`src/rtl/edsm_pkg.sv`:
```
// Shared types, constants, coefficient tables and helpers for the delta-sigma modulator.
`default_nettype none

package edsm_pkg;

  localparam int DATA_WIDTH = 32;
  localparam int FRAC_BITS  = DATA_WIDTH - 5;
  localparam int SAMPLE_W   = 32;
  localparam int IN_FRAC    = 27;
  localparam int LEVEL_W    = 5;
  localparam int COEF_W     = 16;
  localparam int COEF_FRAC  = 11;
  localparam int PROD_W     = DATA_WIDTH + COEF_W;
  localparam int ACC_W      = DATA_WIDTH + 18;

  // input rescaling to the internal fraction width
  localparam int SH_UP  = (FRAC_BITS >= IN_FRAC) ? (FRAC_BITS - IN_FRAC) : 0;
  localparam int SH_DN  = (FRAC_BITS >= IN_FRAC) ? 0 : (IN_FRAC - FRAC_BITS);
  localparam int IN_RND = (SH_DN > 0) ? (1 << (SH_DN - 1)) : 0;

  localparam logic signed [DATA_WIDTH-1:0] WORD_MAX = {1'b0, {(DATA_WIDTH-1){1'b1}}};
  localparam logic signed [DATA_WIDTH-1:0] WORD_MIN = {1'b1, {(DATA_WIDTH-1){1'b0}}};
  localparam logic signed [DATA_WIDTH:0]   Q_HALF   = (DATA_WIDTH+1)'(1) <<< (FRAC_BITS-1);
  localparam logic signed [ACC_W-1:0]      ACC_HALF = ACC_W'(1) <<< (COEF_FRAC-1);

  localparam logic signed [5:0] LEVEL_MAX = 6'sd15;
  localparam logic signed [5:0] LEVEL_MIN = -6'sd16;

  // multiply-accumulate programme: one term per step
  localparam int NUM_STEPS = 12;
  localparam int STEP_W    = $clog2(NUM_STEPS);

  typedef enum logic [2:0] {
    OP_E, OP_D0, OP_D11, OP_D12, OP_D21, OP_D22, OP_W1, OP_W2
  } operand_t;

  typedef enum logic [2:0] {
    GRP_X0, GRP_W1, GRP_X1, GRP_W2, GRP_X2
  } grp_t;

  localparam logic signed [COEF_W-1:0] STEP_COEF [NUM_STEPS] = '{
    16'(15104), 16'(710),
    16'(2048),  16'(1364), 16'(-333),
    16'(868),   16'(-5700),
    16'(2048),  16'(1278), 16'(-924),
    16'(-9432), 16'(48)
  };

  localparam operand_t STEP_OP [NUM_STEPS] = '{
    OP_E,  OP_D0,
    OP_E,  OP_D11, OP_D12,
    OP_W1, OP_D11,
    OP_E,  OP_D21, OP_D22,
    OP_W2, OP_D21
  };

  localparam grp_t STEP_GRP [NUM_STEPS] = '{
    GRP_X0, GRP_X0,
    GRP_W1, GRP_W1, GRP_W1,
    GRP_X1, GRP_X1,
    GRP_W2, GRP_W2, GRP_W2,
    GRP_X2, GRP_X2
  };

  localparam logic [NUM_STEPS-1:0] STEP_FIRST = 12'b0100_1010_0101;
  localparam logic [NUM_STEPS-1:0] STEP_LAST  = 12'b1010_0101_0010;

  typedef struct packed {
    logic              load_q;
    logic              load_e;
    logic              mul_en;
    logic              rnd_en;
    logic              update;
    logic [STEP_W-1:0] step;
  } cmd_t;

  function automatic logic signed [DATA_WIDTH-1:0] sat_word(input logic signed [ACC_W-1:0] v);
    logic signed [DATA_WIDTH-1:0] r;
    if (v > ACC_W'(WORD_MAX)) begin
      r = WORD_MAX;
    end else if (v < ACC_W'(WORD_MIN)) begin
      r = WORD_MIN;
    end else begin
      r = v[DATA_WIDTH-1:0];
    end
    return r;
  endfunction

endpackage

`default_nettype wire

```
`src/rtl/edsm_if.sv`:
```
// Valid/ready channel interfaces for samples in and levels out.
`default_nettype none

interface edsm_in_if;
  import edsm_pkg::*;
  logic                       valid;
  logic                       ready;
  logic signed [SAMPLE_W-1:0] sample;
  modport source (output valid, output sample, input ready);
  modport sink (input valid, input sample, output ready);
endinterface

interface edsm_out_if;
  import edsm_pkg::*;
  logic                      valid;
  logic                      ready;
  logic signed [LEVEL_W-1:0] level;
  modport source (output valid, output level, input ready);
  modport sink (input valid, input level, output ready);
endinterface

`default_nettype wire

```
`src/rtl/edsm_dp.sv`:
```
// Datapath: quantizer, shared multiply-accumulate unit, section results and loop state.
`default_nettype none

module edsm_dp (
  input  logic                                  clk,
  input  logic                                  rst,
  input  edsm_pkg::cmd_t                        cmd,
  input  logic signed [edsm_pkg::SAMPLE_W-1:0]  sample,
  output logic signed [edsm_pkg::LEVEL_W-1:0]   level
);
  import edsm_pkg::*;

  logic signed [DATA_WIDTH-1:0] fb, d0, d11, d12, d21, d22;
  logic signed [DATA_WIDTH-1:0] q, e;
  logic signed [DATA_WIDTH-1:0] x0, w1, x1, w2, x2;
  logic signed [PROD_W-1:0]     prod;
  logic                         prod_vld;
  logic                         prod_first;
  logic signed [ACC_W-1:0]      acc;

  logic signed [ACC_W-1:0]      x_ext;
  logic signed [DATA_WIDTH-1:0] x_word;
  logic signed [DATA_WIDTH:0]   q_rnd;
  logic signed [5:0]            lvl_raw;
  logic signed [LEVEL_W-1:0]    lvl;
  logic signed [ACC_W-1:0]      e_diff;
  logic signed [DATA_WIDTH-1:0] op;
  logic signed [DATA_WIDTH-1:0] rnd_word;
  logic signed [ACC_W-1:0]      fb_sum;

  always_comb begin
    x_ext   = ((ACC_W'(sample) <<< SH_UP) + ACC_W'(IN_RND)) >>> SH_DN;
    x_word  = sat_word(x_ext);
    q_rnd   = ((DATA_WIDTH+1)'(q) + Q_HALF) >>> FRAC_BITS;
    lvl_raw = q_rnd[5:0];
    if (lvl_raw > LEVEL_MAX) begin
      lvl = LEVEL_MAX[LEVEL_W-1:0];
    end else if (lvl_raw < LEVEL_MIN) begin
      lvl = LEVEL_MIN[LEVEL_W-1:0];
    end else begin
      lvl = lvl_raw[LEVEL_W-1:0];
    end
    e_diff   = ACC_W'(q) - (ACC_W'(lvl) <<< FRAC_BITS);
    rnd_word = sat_word((acc + ACC_HALF) >>> COEF_FRAC);
    fb_sum   = ACC_W'(x0) + ACC_W'(x1) + ACC_W'(x2);
    case (STEP_OP[cmd.step])
      OP_E:    op = e;
      OP_D0:   op = d0;
      OP_D11:  op = d11;
      OP_D12:  op = d12;
      OP_D21:  op = d21;
      OP_D22:  op = d22;
      OP_W1:   op = w1;
      OP_W2:   op = w2;
      default: op = e;
    endcase
  end

  always_ff @(posedge clk) begin
    if (cmd.load_q) begin
      q <= sat_word(ACC_W'(x_word) + ACC_W'(fb));
    end
    if (cmd.load_e) begin
      e     <= sat_word(e_diff);
      level <= lvl;
    end
    if (cmd.mul_en) begin
      prod       <= PROD_W'(STEP_COEF[cmd.step]) * PROD_W'(op);
      prod_first <= STEP_FIRST[cmd.step];
    end
    if (prod_vld) begin
      acc <= (prod_first ? ACC_W'(0) : acc) + ACC_W'(prod);
    end
    if (cmd.rnd_en) begin
      case (STEP_GRP[cmd.step])
        GRP_X0:  x0 <= rnd_word;
        GRP_W1:  w1 <= rnd_word;
        GRP_X1:  x1 <= rnd_word;
        GRP_W2:  w2 <= rnd_word;
        GRP_X2:  x2 <= rnd_word;
        default: x2 <= rnd_word;
      endcase
    end
  end

  always_ff @(posedge clk) begin
    if (rst) begin
      prod_vld <= 1'b0;
      fb       <= '0;
      d0       <= '0;
      d11      <= '0;
      d12      <= '0;
      d21      <= '0;
      d22      <= '0;
    end else begin
      prod_vld <= cmd.mul_en;
      if (cmd.update) begin
        fb  <= sat_word(fb_sum);
        d0  <= x0;
        d12 <= d11;
        d11 <= w1;
        d22 <= d21;
        d21 <= w2;
      end
    end
  end

endmodule

`default_nettype wire

```
`src/rtl/edsm_ctrl.sv`:
```
// Controller: sequences quantize, multiply-accumulate steps and state update; owns handshakes.
`default_nettype none

module edsm_ctrl (
  input  logic           clk,
  input  logic           rst,
  input  logic           in_valid,
  output logic           in_ready,
  output logic           out_valid,
  input  logic           out_ready,
  output edsm_pkg::cmd_t cmd
);
  import edsm_pkg::*;

  typedef enum logic [5:0] {
    S_IDLE   = 6'b000001,
    S_ERR    = 6'b000010,
    S_MUL    = 6'b000100,
    S_DRAIN  = 6'b001000,
    S_RND    = 6'b010000,
    S_UPDATE = 6'b100000
  } state_t;

  localparam logic [STEP_W-1:0] LAST_STEP = STEP_W'(NUM_STEPS - 1);

  state_t            state, state_next;
  logic [STEP_W-1:0] step, step_next;
  logic              out_valid_next;

  always_comb begin
    state_next = state;
    step_next  = step;
    cmd        = '0;
    cmd.step   = step;
    in_ready   = (state == S_IDLE) && !rst;
    case (state)
      S_IDLE: begin
        if (in_valid && in_ready) begin
          cmd.load_q = 1'b1;
          state_next = S_ERR;
        end
      end
      S_ERR: begin
        if (!out_valid || out_ready) begin
          cmd.load_e = 1'b1;
          step_next  = '0;
          state_next = S_MUL;
        end
      end
      S_MUL: begin
        cmd.mul_en = 1'b1;
        if (STEP_LAST[step]) begin
          state_next = S_DRAIN;
        end else begin
          step_next = step + STEP_W'(1);
        end
      end
      S_DRAIN: begin
        state_next = S_RND;
      end
      S_RND: begin
        cmd.rnd_en = 1'b1;
        if (step == LAST_STEP) begin
          state_next = S_UPDATE;
        end else begin
          step_next  = step + STEP_W'(1);
          state_next = S_MUL;
        end
      end
      S_UPDATE: begin
        cmd.update = 1'b1;
        state_next = S_IDLE;
      end
      default: begin
        state_next = S_IDLE;
      end
    endcase
    if (cmd.load_e) begin
      out_valid_next = 1'b1;
    end else if (out_ready) begin
      out_valid_next = 1'b0;
    end else begin
      out_valid_next = out_valid;
    end
  end

  always_ff @(posedge clk) begin
    if (rst) begin
      state     <= S_IDLE;
      step      <= '0;
      out_valid <= 1'b0;
    end else begin
      state     <= state_next;
      step      <= step_next;
      out_valid <= out_valid_next;
    end
  end

  a_no_level_overwrite: assert property (@(posedge clk) disable iff (rst)
    cmd.load_e |-> (!out_valid || out_ready))
    else $error("level overwritten before it was taken");

  a_round_after_drain: assert property (@(posedge clk) disable iff (rst)
    cmd.rnd_en |-> ($past(state) == S_DRAIN))
    else $error("rounding before accumulator drained");

  a_update_after_last: assert property (@(posedge clk) disable iff (rst)
    cmd.update |-> ($past(cmd.rnd_en) && (step == LAST_STEP)))
    else $error("state update before last section result");

endmodule

`default_nettype wire

```
`src/rtl/error_feedback_delta_sigma_modulator.sv`:
```
// Top level of the fifth-order error-feedback delta-sigma modulator.
// Usage:
//   samples: valid/ready channel carrying one signed Q5.27 sample per item.
//   levels:  valid/ready channel carrying one signed 5-bit level (-16..15) per item.
//   Each sample gives exactly one level, in order.
// Sequencing:
//   The sample is registered into the quantizer stage when accepted, and its
//   level once the output register is free. The loop filter update then runs
//   twelve coefficient terms on the one shared multiplier, each section result
//   passing a drain and a round state; a new sample waits for the update.
// Reset:
//   rst clears the feedback value and all section delays to zero and empties
//   the output register; the block is ready for a sample on the next cycle.
// Back-pressure:
//   The output register holds a level until it is taken; a sample may be
//   accepted meanwhile, but its level waits in the quantizer stage until the
//   register is free, which delays the rest of that item by the same amount.
`default_nettype none

module error_feedback_delta_sigma_modulator (
  input  logic      clk,
  input  logic      rst,
  edsm_in_if.sink   samples,
  edsm_out_if.source levels
);
  import edsm_pkg::*;

  cmd_t cmd;

  edsm_ctrl u_ctrl (
    .clk       (clk),
    .rst       (rst),
    .in_valid  (samples.valid),
    .in_ready  (samples.ready),
    .out_valid (levels.valid),
    .out_ready (levels.ready),
    .cmd       (cmd)
  );

  edsm_dp u_dp (
    .clk    (clk),
    .rst    (rst),
    .cmd    (cmd),
    .sample (samples.sample),
    .level  (levels.level)
  );

endmodule

`default_nettype wire
```
`src/flat_wrapper.sv`:
```
// flat-port wrapper written by rule: the top's interface ports become plain ports
module error_feedback_delta_sigma_modulator_flat import edsm_pkg::*;
  (clk, rst, samples_valid, samples_sample, samples_ready, levels_valid, levels_level, levels_ready);
  edsm_in_if samples_i ();
  edsm_out_if levels_i ();
  input  logic clk;
  input  logic rst;
  input wire logic [$bits(samples_i.valid)-1:0] samples_valid;
  input wire logic [$bits(samples_i.sample)-1:0] samples_sample;
  output wire logic [$bits(samples_i.ready)-1:0] samples_ready;
  output wire logic [$bits(levels_i.valid)-1:0] levels_valid;
  output wire logic [$bits(levels_i.level)-1:0] levels_level;
  input wire logic [$bits(levels_i.ready)-1:0] levels_ready;
  assign samples_i.valid = samples_valid;
  assign samples_i.sample = samples_sample;
  assign samples_ready = samples_i.ready;
  assign levels_valid = levels_i.valid;
  assign levels_level = levels_i.level;
  assign levels_i.ready = levels_ready;
  error_feedback_delta_sigma_modulator u_core (.clk(clk), .rst(rst), .samples(samples_i), .levels(levels_i));
endmodule
```
`config.mk`:
```
export PLATFORM = sky130hd
export DESIGN_NAME = error_feedback_delta_sigma_modulator_flat
export DESIGN_NICKNAME = d
export VERILOG_FILES = /design/src/rtl/edsm_pkg.sv /design/src/rtl/edsm_if.sv /design/src/rtl/edsm_dp.sv /design/src/rtl/edsm_ctrl.sv /design/src/rtl/error_feedback_delta_sigma_modulator.sv /design/src/flat_wrapper.sv
export SDC_FILE = /design/constraint.sdc
export NUM_CORES = 2
export LEC_CHECK = 0
export BUFFER_PORTS_ARGS = -buffer_cell sky130_fd_sc_hd__buf_4
export CAP_MARGIN = 30
export CORE_MARGIN = 3
export CORE_UTILIZATION = 66
export CTS_CLUSTER_SIZE = 24
export DETAILED_ROUTE_END_ITERATION = 12
export PLACE_DENSITY_LB_ADDON = 0.3
export SLEW_MARGIN = 20
export SYNTH_ARGS = -nofsm -noshare
export SYNTH_HDL_FRONTEND = slang
export SYNTH_HIERARCHICAL = 1
export SYNTH_SLANG_ARGS = --single-unit
```
`constraint.sdc`:
```
create_clock -name clk -period 11.4 [get_ports clk]
set_input_delay 1.71 -clock clk [delete_from_list [all_inputs] [get_ports clk]]
set_output_delay 1.71 -clock clk [all_outputs]
set_load 0.005 [all_outputs]
```
## After elaboration in Yosys (flattened, before gate mapping)

Memory sizes are Yosys's and may differ from the RTL's. A register that Yosys moved wholly into a read port is not among the register bits.
Index checks and enable logic that the tools add are counted.
W data, S select, Z words.

- Flip-flop bits (word level): 531
- Output and inout bits: 7
- Bits of input ports: 36
- ROM bits: 384
- Memories kept: 5
- Logic and storage cells: 128

Memories:

| name | depth | width | rd ports | clocked after memory_dff | wr ports | line | source |
|---|---|---|---|---|---|---|---|
| (no name shown) | 16 | 16 | 1 | 0 | 0 | edsm_dp.sv:68 | `prod <= PROD_W'(STEP_COEF[cmd.step]) * PROD_W'(op);` |
| (no name shown) | 16 | 3 | 1 | 0 | 0 | edsm_dp.sv:75 | `case (STEP_GRP[cmd.step])` |
| (no name shown) | 16 | 3 | 1 | 0 | 0 | edsm_dp.sv:46 | `case (STEP_OP[cmd.step])` |
| (no name shown) | 16 | 1 | 1 | 1 | 0 | edsm_ctrl.sv:52 | `if (STEP_LAST[step]) begin` |
| (no name shown) | 16 | 1 | 1 | 1 | 0 | edsm_dp.sv:69 | `prod_first <= STEP_FIRST[cmd.step];` |

- Bitwise operators: 2
- Reductions and logical operators: 17
- Mux-type cells: 39
- Multiply operators: 1
- Equality and inequality tests: 22
- $lt $le $gt $ge: 14
- Add/subtract/negate cells: 8

Operators by type and width:

| operator | number |
|---|---|
| $mux W32 | 8 |
| $pmux W32 S8 | 1 |
| $add A32 B32 Y33 | 2 |
| $gt A33 B32 Y1 const B | 2 |
| $lt A33 B32 Y1 const B | 2 |
| $add A50 B12 Y50 const B | 1 |
| $add A50 B48 Y50 | 1 |
| $mux W50 | 1 |
| $mul A16 B32 Y48 | 1 |
| $gt A39 B32 Y1 const B | 1 |
| $lt A39 B32 Y1 const B | 1 |
| $add A33 B32 Y34 | 1 |
| $gt A34 B32 Y1 const B | 1 |
| $lt A34 B32 Y1 const B | 1 |
| $add A32 B28 Y33 const B | 1 |
| $sub A32 B32 Y33 | 1 |
| $gt A32 B32 Y1 const B | 1 |
| $lt A32 B32 Y1 const B | 1 |
| $mux W16 | 2 |
| $pmux W6 S5 | 1 |
| $mux W6 | 4 |
| $mux W4 | 5 |
| $eq A3 B2 Y1 const B | 4 |
| $eq A3 B3 Y1 const B | 4 |
| other kinds (31) | 55 |

## Depth between registers and ports, before layout

- Depth in word-level cells: 8
- Mapped depth: 37
- Depth with buffers taken out: 34

## Hierarchy

Netlist, hierarchy kept.

By module, submodules not included:

| module | cells each | instances | area an instance (um2) | seq. area each (um2) |
|---|---|---|---|---|
| edsm_dp | 4729 | 1 | 45461.1 | 13713.2 |
| edsm_ctrl | 79 | 1 | 689.4 | 240.2 |

## Worst setup path before layout

No wires, ideal clock.

- Kind: reg-to-reg
- Start point: register u_core.u_ctrl.step[1]
- End point: register u_core.u_dp.prod[41] (data pin)
- Cell stages (with the launch flop): 31
- Path buffers: 3
- Arrival: 8.375 ns
- Library setup time: 0.259 ns
- Data required time: 11.141 ns
- Clock period less this slack: 8.634 ns
- Setup slack: 2.766 ns
- Cell sequence: dfxtp_1 inv_1 ha_1 clkbuf_1 nand2_1 o21ai_1 buf_2 buf_1 nor3_1 o32ai_1 nor2_1 fa_1 inv_1 fa_1 fa_1 inv_1 fa_1 fa_1 inv_1 fa_1 inv_1 ha_1 a22o_1 or4_1 o221a_1 o211ai_1 a311oi_1 a221o_1 a311o_1 a21oi_1 xnor2_1

- Longest elaborated chain between the ends: 7
- Elaborated cells on any way between the ends: 17
- Those cells by class: 1 x mul; 7 x eq/ne; 5 x mux; 1 x bitwise; 1 x reduce/logical; 2 x memory

Ends and longest elaborated chain:

| element | line | source |
|---|---|---|
| start, declared | edsm_ctrl.sv:27 | `logic [STEP_W-1:0] step, step_next;` |
| start signal, assigned | edsm_ctrl.sv:94 | `step <= step_next;` |
| $not A4 Y5 (not written as such) * | edsm_dp.sv:46, edsm_dp.sv:68 |  |
| $mem_v2 Z16 W3 | -- |  |
| $mux W3 (not written as such) (2 in a row) | edsm_dp.sv:46 |  |
| $eq A3 B3 Y1 (tied with other cells) | edsm_dp.sv:46 |  |
| $pmux W32 S8 | edsm_dp.sv:46 |  |
| $mul A16 B32 Y48 * | edsm_dp.sv:68 |  |
| end signal, assigned | edsm_dp.sv:68 |  |
| end, declared | edsm_dp.sv:16 | `logic signed [PROD_W-1:0] prod;` |

Every way passes the cells marked *; elsewhere a longest branch is shown, timed or not. The select of a mux whose other input is x is not followed.
A chain may end at the register's enable or synchronous reset.

## Final worst setup path

- Start point: register u_core.u_ctrl.step[1]
- End point: register u_core.u_dp.prod[42] (data pin)

The elaborated chain is that of the path after synthesis.

==> metrics list <==
- The flow ran to the end, and the final reports show no timing, DRC or antenna violations.
- For this design the top-level I/O count stands at 43.
* Most area-hungry cell type in the Yosys netlist: fa_1
* CTS tree: yes
- Cell types occupying the most area after synthesis: fa_1 (23%), edfxtp_1 (21%), dfxtp_1 (8.9%), ha_1 (6.5%), nor2_1 (5.2%)
- Entering global routing, the biggest net connects between 70 and 80 pins.
- Across every metal layer, demand over resource in global routing totals 0.3421.
- Among all flip-flop cells after synthesis, the most frequent one is edfxtp_1.
- Number of buffers on the longest clock path: 3
- Slew margin rel.: 0.3087
* Final TNS setup: 0 ns
* Fraction of met2 tracks used by global routing: 0.5440
- Counting the buffers created by CTS gives 50.
- Of all nets on the critical path, the largest fanout is 54.
- DRC violation total after the first TritonRoute iteration: around 3,400
- Slew @ Worst Pin: a little over 1 ns
- GP Congestion: roughly 0.97
* Slack of the worst reg-to-reg path: roughly 1.2 ns
- The core region is between 0.06 and 0.07 sq mm.
- # H-tree levels: 2
- Top Usage Layer GRT: met2
- CP Data Arrival Time: approximately 11 ns
* Required time of the worst setup path: 11.71 ns
- Synthesis instantiated 96 different standard cells from the library.
* Clock network latency to the later pin of the worst-skew pair: 0.60 ns
* HP Start: u_core/u_dp/fb[18]
- Largest incremental delay on the critical path: about 0.66 ns
* Min-Delay Path Class: reg2reg
- Half-perimeter wire length after detailed placement: roughly 94 mm
* Synthesized Nets: ~5,600
- Gates resized during post-CTS repair numbered 0.
- The share of synthesized area in the top cell type comes to 0.2269.
- Hold Crit Depth: 2
* Final worst path period share: 0.8991
- Count of input and output buffers: 42
- Sink Count: between 500 and 600
- Yosys mapped a number of flops with a built-in enable equal to 328.
* Fin util: 0.7188
- After clock tree synthesis, the clock-pin slew on the worst setup and hold paths is 0.06 ns.
- Post-DR vias/cell: just over 6
* CTS Root Cell: clkbuf_16
* Mean routed wirelength per cell: between 20 and 25 um
* Proportion of synthesized chip area in sequential cells: 0.3023
* Endpoint of the worst register-to-register path: u_core/u_dp/prod[42]
- Layout cell share with drive strength beyond 1: 0.07196
- A synthesized cell averages around 9.6 sq um.
- The most numerous cell type found on the critical path is fa_1.
- Counting flops with an async set or reset pin after synthesis yields a share of 0.
- The largest individual stage delay along the critical path comes from the cell o21a_4.
- Summed over all layers, the routed wires come to 124.6 mm.
- Post-route cell area: between 0.04 and 0.05 sq mm
- The first global-routing pass estimated between 150 and 200 mm of wire.
* Most common library cell in the layout ignoring fill and taps: nor2_1
- Counting flops and latches in the post-synthesis netlist gives approximately 530.
* Fill cell total of the finished layout: 5,106
* Count of unresolved DRC violations after routing: 0
- Final count of hold timing violations: 0
- The via count of the first global-routing pass came to about 36,000.
- VDD IR-drop max: 0.3077 mV
- GRT overflow: 0
* Die W: between 200 and 300 um
- The clock arrives with around 0.02 ns of skew.
* Met1 layer usage reported by global route: 0.4607
- Cell count after synthesis: 4,808
- Commonest cells after routing, fill and taps aside: nor2_1 (636), inv_1 (624), fa_1 (523)
* PD cells: between 100 and 150 mW/mm^2
- Area overhead of the layout relative to synthesis: 7.388%
- Vias after detailed routing: roughly 35,000
* Die Outline Area: around 0.073 sq mm
* Net count of the finished layout: between 5,000 and 6,000
- Endpoint of the worst hold-timing path: u_core/u_dp/fb[18]
- In this run the cell area measured after placement is around 0.048 sq mm.
- In this run the worst setup path begins at u_core/u_ctrl/step[1].
* Unrepaired setup endpoints after global routing: no
- For the finished layout, the period the worst path requires is 10.25 ns.
- Row generation in the floorplan step produced 96 rows.
- Max-cap violations in this run came to 0.
- In the global route stage, met3 resource usage came out at 0.06138.
- 0 antenna diodes ended up in the layout.
* Die H: about 270 um
- The startpoint identified for the worst register-to-register timing path is u_core/u_ctrl/step[1].
- The pre-antenna-repair detailed-routing pass consisted of 6 iterations.
- Number of max-slew violations in the final report: 0
* Number of antenna violations at the first check in global routing: 1
* Setup violations, final: 0
- The worst setup path is captured at a register.
- Startpoint class of the critical path: register
* Post-CTS Setup Inserts: 0
* Hold buffer count at cts: 0
- Detail Route Antenna Nets: 0
- Max Freq: 0.09756 GHz
* Summed instance area of the synthesized netlist: about 0.046 sq mm
* Reported leakage power: roughly 21 nW
- FF-to-FF path depth: 30
- For this configuration, the core starts out at a cell density of 0.6694.
* WS Path Type: reg2reg
- For this run, the number of Yosys warnings is 6.
## cell families (layout without fill, tap and decap cells)
kind of cell / after synthesis / count (layout) / synth area share
compound gates: 761 / 761 / 0.1081
xor+xnor: 192 / 192 / 0.03660
fa+ha+maj: 795 / 795 / 0.2997
buf+inv: 854 / 868 / 0.07119
flops: 533 / 533 / 0.3023
mux: 184 / 184 / 0.04216
simple gates: 1489 / 1489 / 0.1399
## metrics by stage
stage | hold slack (ns) | power (mW) | cells | setup WS (ns)
global route | 0.5188 | 7.264 | 5753 | 0.7876
CTS | 0.4988 | 6.808 | 5749 | 1.350
detailed placement | 0.4832 | 5.005 | 5657 | 1.416
floorplan | 0.4516 | 4.377 | 4808 | 2.766
finish | 0.4961 | 6.808 | 5753 | 1.150
global placement | 0.4649 | 4.943 | 5647 | 1.376
## worst max path at each step
stage,endpoint,slack (ns),cells past startpoint
3_5_place_dp,u_core/u_dp/prod[41],1.42,31
4_1_cts,u_core/u_dp/prod[42],1.35,30
2_1_floorplan,u_core/u_dp/prod[41],2.77,30
5_1_grt,u_core/u_dp/prod[42],0.79,30
6_report,u_core/u_dp/prod[42],1.15,30
3_3_place_gp,u_core/u_dp/prod[41],1.38,30
## metal layers
metal	vias up	share of wire
met4	2	0.055
met1	17406	0.39
li1	15807	-
met3	383	0.090
met2	1759	0.46
met5	-	0.000088
## critical path: cells and delay by family (launching register included)
kind | cells | cell delay, ns
buffers and inverters | 7 | 1.01
AO/OA/AOI/OAI | 9 | 3.13
AND/OR/NAND/NOR | 5 | 1.18
XOR/XNOR | 1 | 0.13
flip-flops | 1 | 0.56
adder cells (fa/ha/maj) | 8 | 3.94
## synthesized netlist by cell type (32+ instances only)
| master | number |
|---|---|
| and3_1 | 41 |
| nand3_1 | 69 |
| a21oi_1 | 240 |
| xor2_1 | 68 |
| o21a_1 | 32 |
| dfxtp_1 | 205 |
| inv_1 | 625 |
| nand2_1 | 480 |
| xnor2_1 | 123 |
| mux2i_1 | 173 |
| clkbuf_1 | 171 |
| and2_1 | 39 |
| ha_1 | 241 |
| a21o_1 | 94 |
| edfxtp_1 | 328 |
| o21ai_0 | 81 |
| nor3_1 | 40 |
| o21ai_1 | 70 |
| fa_1 | 523 |
| a211oi_1 | 46 |
| nor2_1 | 639 |
| nor2b_1 | 75 |
## registers in the layout, indices dropped and copies added (netlist names), 32 cells and up, named ones only
register	cells
u_core/u_dp/d11	32
u_core/u_dp/prod	48
u_core/u_dp/d12	32
u_core/u_dp/q	32
u_core/u_dp/d21	32
u_core/u_dp/d22	32
u_core/u_dp/e	32
u_core/u_dp/d0	32
u_core/u_dp/w1	32
u_core/u_dp/acc	50
u_core/u_dp/x2	32
u_core/u_dp/w2	32
u_core/u_dp/x1	32
u_core/u_dp/fb	32
u_core/u_dp/x0	32
## layout make-up
class                   instances  area (sq um)  share of cell area
flip-flops and latches        533         13950              0.2816
multi-input cells            3421         29080              0.5867
clock inverters                29         347.8            0.007018
well taps                     931          1165             0.02350
inverters                     627          2354             0.04749
clock buffers                  63          1425             0.02876
repair buffers                149          1239             0.02499
## where the power goes
| group | total [mW] | internal [mW] | switching [mW] |
|---|---|---|---|
| clock network | 1.80 | 1.03 | 0.771 |
| logic | 2.81 | 1.15 | 1.66 |
| registers | 2.20 | 2.18 | 0.0145 |
| total | 6.81 | 4.37 | 2.44 |
Power figures use the tool's default switching activity.
